$ cat config.mk
export PLATFORM = sky130hd
export DESIGN_NAME = fwst_ram
export DESIGN_NICKNAME = d
export VERILOG_FILES = /design/src/sv/fwst_ram.sv
export SDC_FILE = /design/constraint.sdc
export NUM_CORES = 1
export LEC_CHECK = 0
export BUFFER_PORTS_ARGS = -buffer_cell sky130_fd_sc_hd__buf_4
export CORE_UTILIZATION = 40
export CTS_CLUSTER_DIAMETER = 80
export DETAILED_ROUTE_END_ITERATION = 10
export GPL_ROUTABILITY_DRIVEN = 0
export GPL_TIMING_DRIVEN = 0
export HOLD_SLACK_MARGIN = 0.06
export SYNTH_ARGS = -nofsm -noshare
export SYNTH_HDL_FRONTEND = slang
export SYNTH_SLANG_ARGS = --single-unit
export TNS_END_PERCENT = 100
$ cat constraint.sdc
create_clock -name clk -period 3.39 [get_ports clk]
set_input_delay 0.339 -clock clk [delete_from_list [all_inputs] [get_ports clk]]
set_output_delay 0.339 -clock clk [all_outputs]
set_load 0.01 [all_outputs]
$ cat src/sv/fwst_ram.sv
// fwst_ram: generic simple dual-port RAM, one write and one registered read port.
// No dependencies.
module fwst_ram #(
	parameter int WIDTH = 8,
	parameter int DEPTH = 16
) (
	input  logic                     clk,
	input  logic                     we,
	input  logic [$clog2(DEPTH)-1:0] waddr,
	input  logic [WIDTH-1:0]         wdata,
	input  logic [$clog2(DEPTH)-1:0] raddr,
	output logic [WIDTH-1:0]         rdata
);

	logic [WIDTH-1:0] mem [DEPTH];

	always_ff @(posedge clk) begin
		if (we) begin
			mem[waddr] <= wdata;
		end
		rdata <= mem[raddr];
	end

endmodule

; ---- Word-level counts from Yosys, hierarchy flattened
; Memory sizes are Yosys's and may differ from the RTL's. A register that Yosys moved wholly into a read port is not among the register bits.
; Index checks and enable logic that the tools add are counted.
[classes]
mux = 2
[op_table]
columns = op, n
row1 = 2-to-1 mux 1 bit, 2
[word_totals]
mem_count = 1
wordCells = 3
inputBits = 18
reg_bits = 0
mem_bits_rw = 128
output_inout_bits = 8
[mem_list]
columns = memory, words, width, rd, rd_ports_with_merged_regs, write_ports, line
row1 = mem, 16, 8, 1, 1, 1, 15  ; logic [WIDTH-1:0] mem [DEPTH];

; ---- Logic depth before layout (Yosys ltp)
[depth]
word_depth = 2
depth_mapped = 5
depth_no_buf = 3

; ---- Least setup slack after synthesis
; OpenSTA, ideal clock, no wires.
[synth_timing]
path_type = input port to flip-flop
startpoint = in waddr[2]
endpoint = mem mem[0][0], enable pin
t_arrival_ns = 1.449
path_stages = 2
required_time_ns = 3.007
setup_slack_ns = 1.558
cell_sequence = or3b_2 nor3_1
[synth_lines]
columns = item, line
row1 = start: declaration, 9  ; input logic [$clog2(DEPTH)-1:0] waddr,
row2 = end: declaration, 15
; Straight into the memory's write port.

; ---- Worst setup path after layout
[layout_timing]
startpoint = in waddr[2]
endpoint = mem mem[0][0], enable pin
; Straight into the memory's write port.

==> results.cfg <==
[placement]
pre_cts_slack_ns = 0.960
hpwlAfterDp_um = 6100
numPortBuffers = 24

[power_and_ir_drop]
power_density_nw_per_um2 = 663
leakagePower_nw = 2.08
vdd_ir_drop_max_mv = 0.340

[floorplan]
core_area_um2 = 12600
fp-row-count = 41
die_area_um2 = 13300
fp.dieH_um = 115
ioPinCount = 26
start_util = 0.410
die_w_um = 115

[setup_path]
cp.arrival_ns = 1.95
worst_ep_required_time_ns = 3.40
cp-end-kind = flip-flop
rrSetupSlack_ns = 2.02
worstSetupPathType = in2reg
crit_fanout = 8
crit_start = waddr[2]
crit_end = mem[0][0]
startpoint_type = input pin
ff2ff_path_depth = 3
r2r_start = mem[6][3]
rr_endpoint = rdata[3]

[timing]
fmax_ghz = 0.515
grt_setup_unrepaired = no
fin_crit_sh = 0.573
setup_tns_ns = 0
finClkSkew_ns = 0.0140
slew_headroom = 0.143
slew_violations = 0
min_period_ns = 1.94
hold_viol = 0
setup_violations = 0
fin_ws_ns = 1.45
tightest_slew_ns = 1.28

[clocking]
h-tree-depth = 4
postCtsSetupRepairBufs = 0
cts_buffer_depth = 2
cts_sinks = 136
cts_inserted_buffers = 17
cts_resized = 0
hold_buffers = 0
cts_root_buffer = clkbuf_16
cts_tree = yes
clk_latency_ns = 0.41
path_clk_slew_ns = 0.05

[status]
status = completed

[synthesis]
synth.distinct_cells = 19
synthesis.area_um2 = 5150
ys_top_cells_by_area = edfxtp_1 75%, mux4_2 7.9%, mux4_1 7.1%, dfxtp_1 3.1%, a22oi_1 2.3%
synth_nets = 247
yosysTopAreaCell = edfxtp_1
ys_seq_area_frac = 0.778
synth_seq_cells = 136
netlist_instances = 229
postSynthAreaPerCell_um2 = 22.5
yosys-top-cells-count = 128 x edfxtp_1, 18 x mux4_2, 16 x a22oi_1
async_flop_share = 0
synth-edff-count = 128
synthFlopType = edfxtp_1
yosys_warnings = 0
post-synth-top-count-cell = edfxtp_1
synth_top_cell_area_share = 0.747

[route]
drc = 0
vias = 2383
ant_nets = 0
wire_per_inst_um = 21.0
viasPerCell = 5.20
wl_um = 9630
drt_iter0_drc = 210
first_pass_iters = 4

[grt]
grt_overflow = 0
antenna_found_initial = 0
grt_pass1_vias = 2380
grt_pass1_wl_um = 14500
grt_start_max_net_pins = 17
grt_use_total = 0.162

[cells_and_area]
area_growth_pct = 20.7
utilization = 0.494
diodes = 0
drive_gt1_frac = 0.290
nets = 291

[flow_run]
cap_violations = 0

[min_path]
min_path_type = in2reg
how the worst min path moves through the flow:
stage	start	to	cells past startpoint
floorplan	wdata[0]	mem[0][0]	0
global placement	mem[11][1]	rdata[1]	3
detailed placement	mem[8][2]	rdata[2]	3
CTS	wdata[4]	mem[1][4]	1
global route	wdata[4]	mem[1][4]	1
finish	wdata[5]	mem[7][5]	1
worst max-delay path: stages:
cell	delay (ns)
buf_4	0.13
or3b_2	0.50
nor3_1	0.98
metal layers:
layer  part of all wire  GRT usage  vias up
li1                   -          -     1060
met1               0.44      0.224     1248
met2               0.49      0.253       66
met3              0.052     0.0361        9
met4              0.013     0.0623        0
met5                  0          0        -
stage by stage:
| step | instances | instance area, um^2 | total power [W] | hold slack, ns |
|---|---|---|---|---|
| 2_1_floorplan | 229 | 5150 | 0.00202 | 0.438 |
| 3_3_place_gp | 425 | 5540 | 0.00211 | 0.658 |
| 3_5_place_dp | 425 | 5540 | 0.00212 | 0.670 |
| 4_1_cts | 457 | 6210 | 0.00414 | 0.256 |
| 5_1_grt | 458 | 6210 | 0.00423 | 0.265 |
| 6_report | 458 | 6210 | 0.00412 | 0.259 |
kinds of logic (layout without fill, tap and decap cells):
family          Yosys count  in the layout  synth area share
flops                   136            136             0.778
simple gates             35             35            0.0318
mux                      32             32             0.150
compound gates           16             16            0.0233
buf+inv                  10             67            0.0168
flip-flops by register name, summed over array words and instances, names as in the netlist:
signal	cells
rdata	8
mem	128
final cells by class:
| type | count | area (um^2) |
|---|---|---|
| buffer | 10 | 86.3 |
| clock buffer | 20 | 437 |
| clock inverter | 12 | 226 |
| fill | 1000 | 6360 |
| multi-input combinational | 83 | 1060 |
| sequential | 136 | 4000 |
| tap | 172 | 215 |
| timing repair buffer | 25 | 185 |
report_power, final:
group	internal, W	switching (W)	leakage (nW)
clock	0.00138	0.000653	0.314
combinational	0.0000862	0.000106	0.540
sequential	0.00188	0.00000889	1.22
layout by cell type (no fill, tap or decap), drive strengths merged:
cell type | netlist | routed
a22oi | 16 | 16
and2 | 1 | 1
and2b | 1 | 1
buf | 7 | 32
bufinv | 0 | 6
clkbuf | 0 | 20
clkdlybuf4s25 | 3 | 3
clkinv | 0 | 4
clkinvlp | 0 | 2
dfxtp | 8 | 8
edfxtp | 128 | 128
mux4 | 32 | 32
nand2 | 9 | 9
nand2b | 2 | 2
nand3 | 1 | 1
nand3b | 2 | 2
nor2 | 13 | 13
nor2b | 1 | 1
nor3 | 4 | 4
or3b | 1 | 1
(Power assumes the default switching activity.)
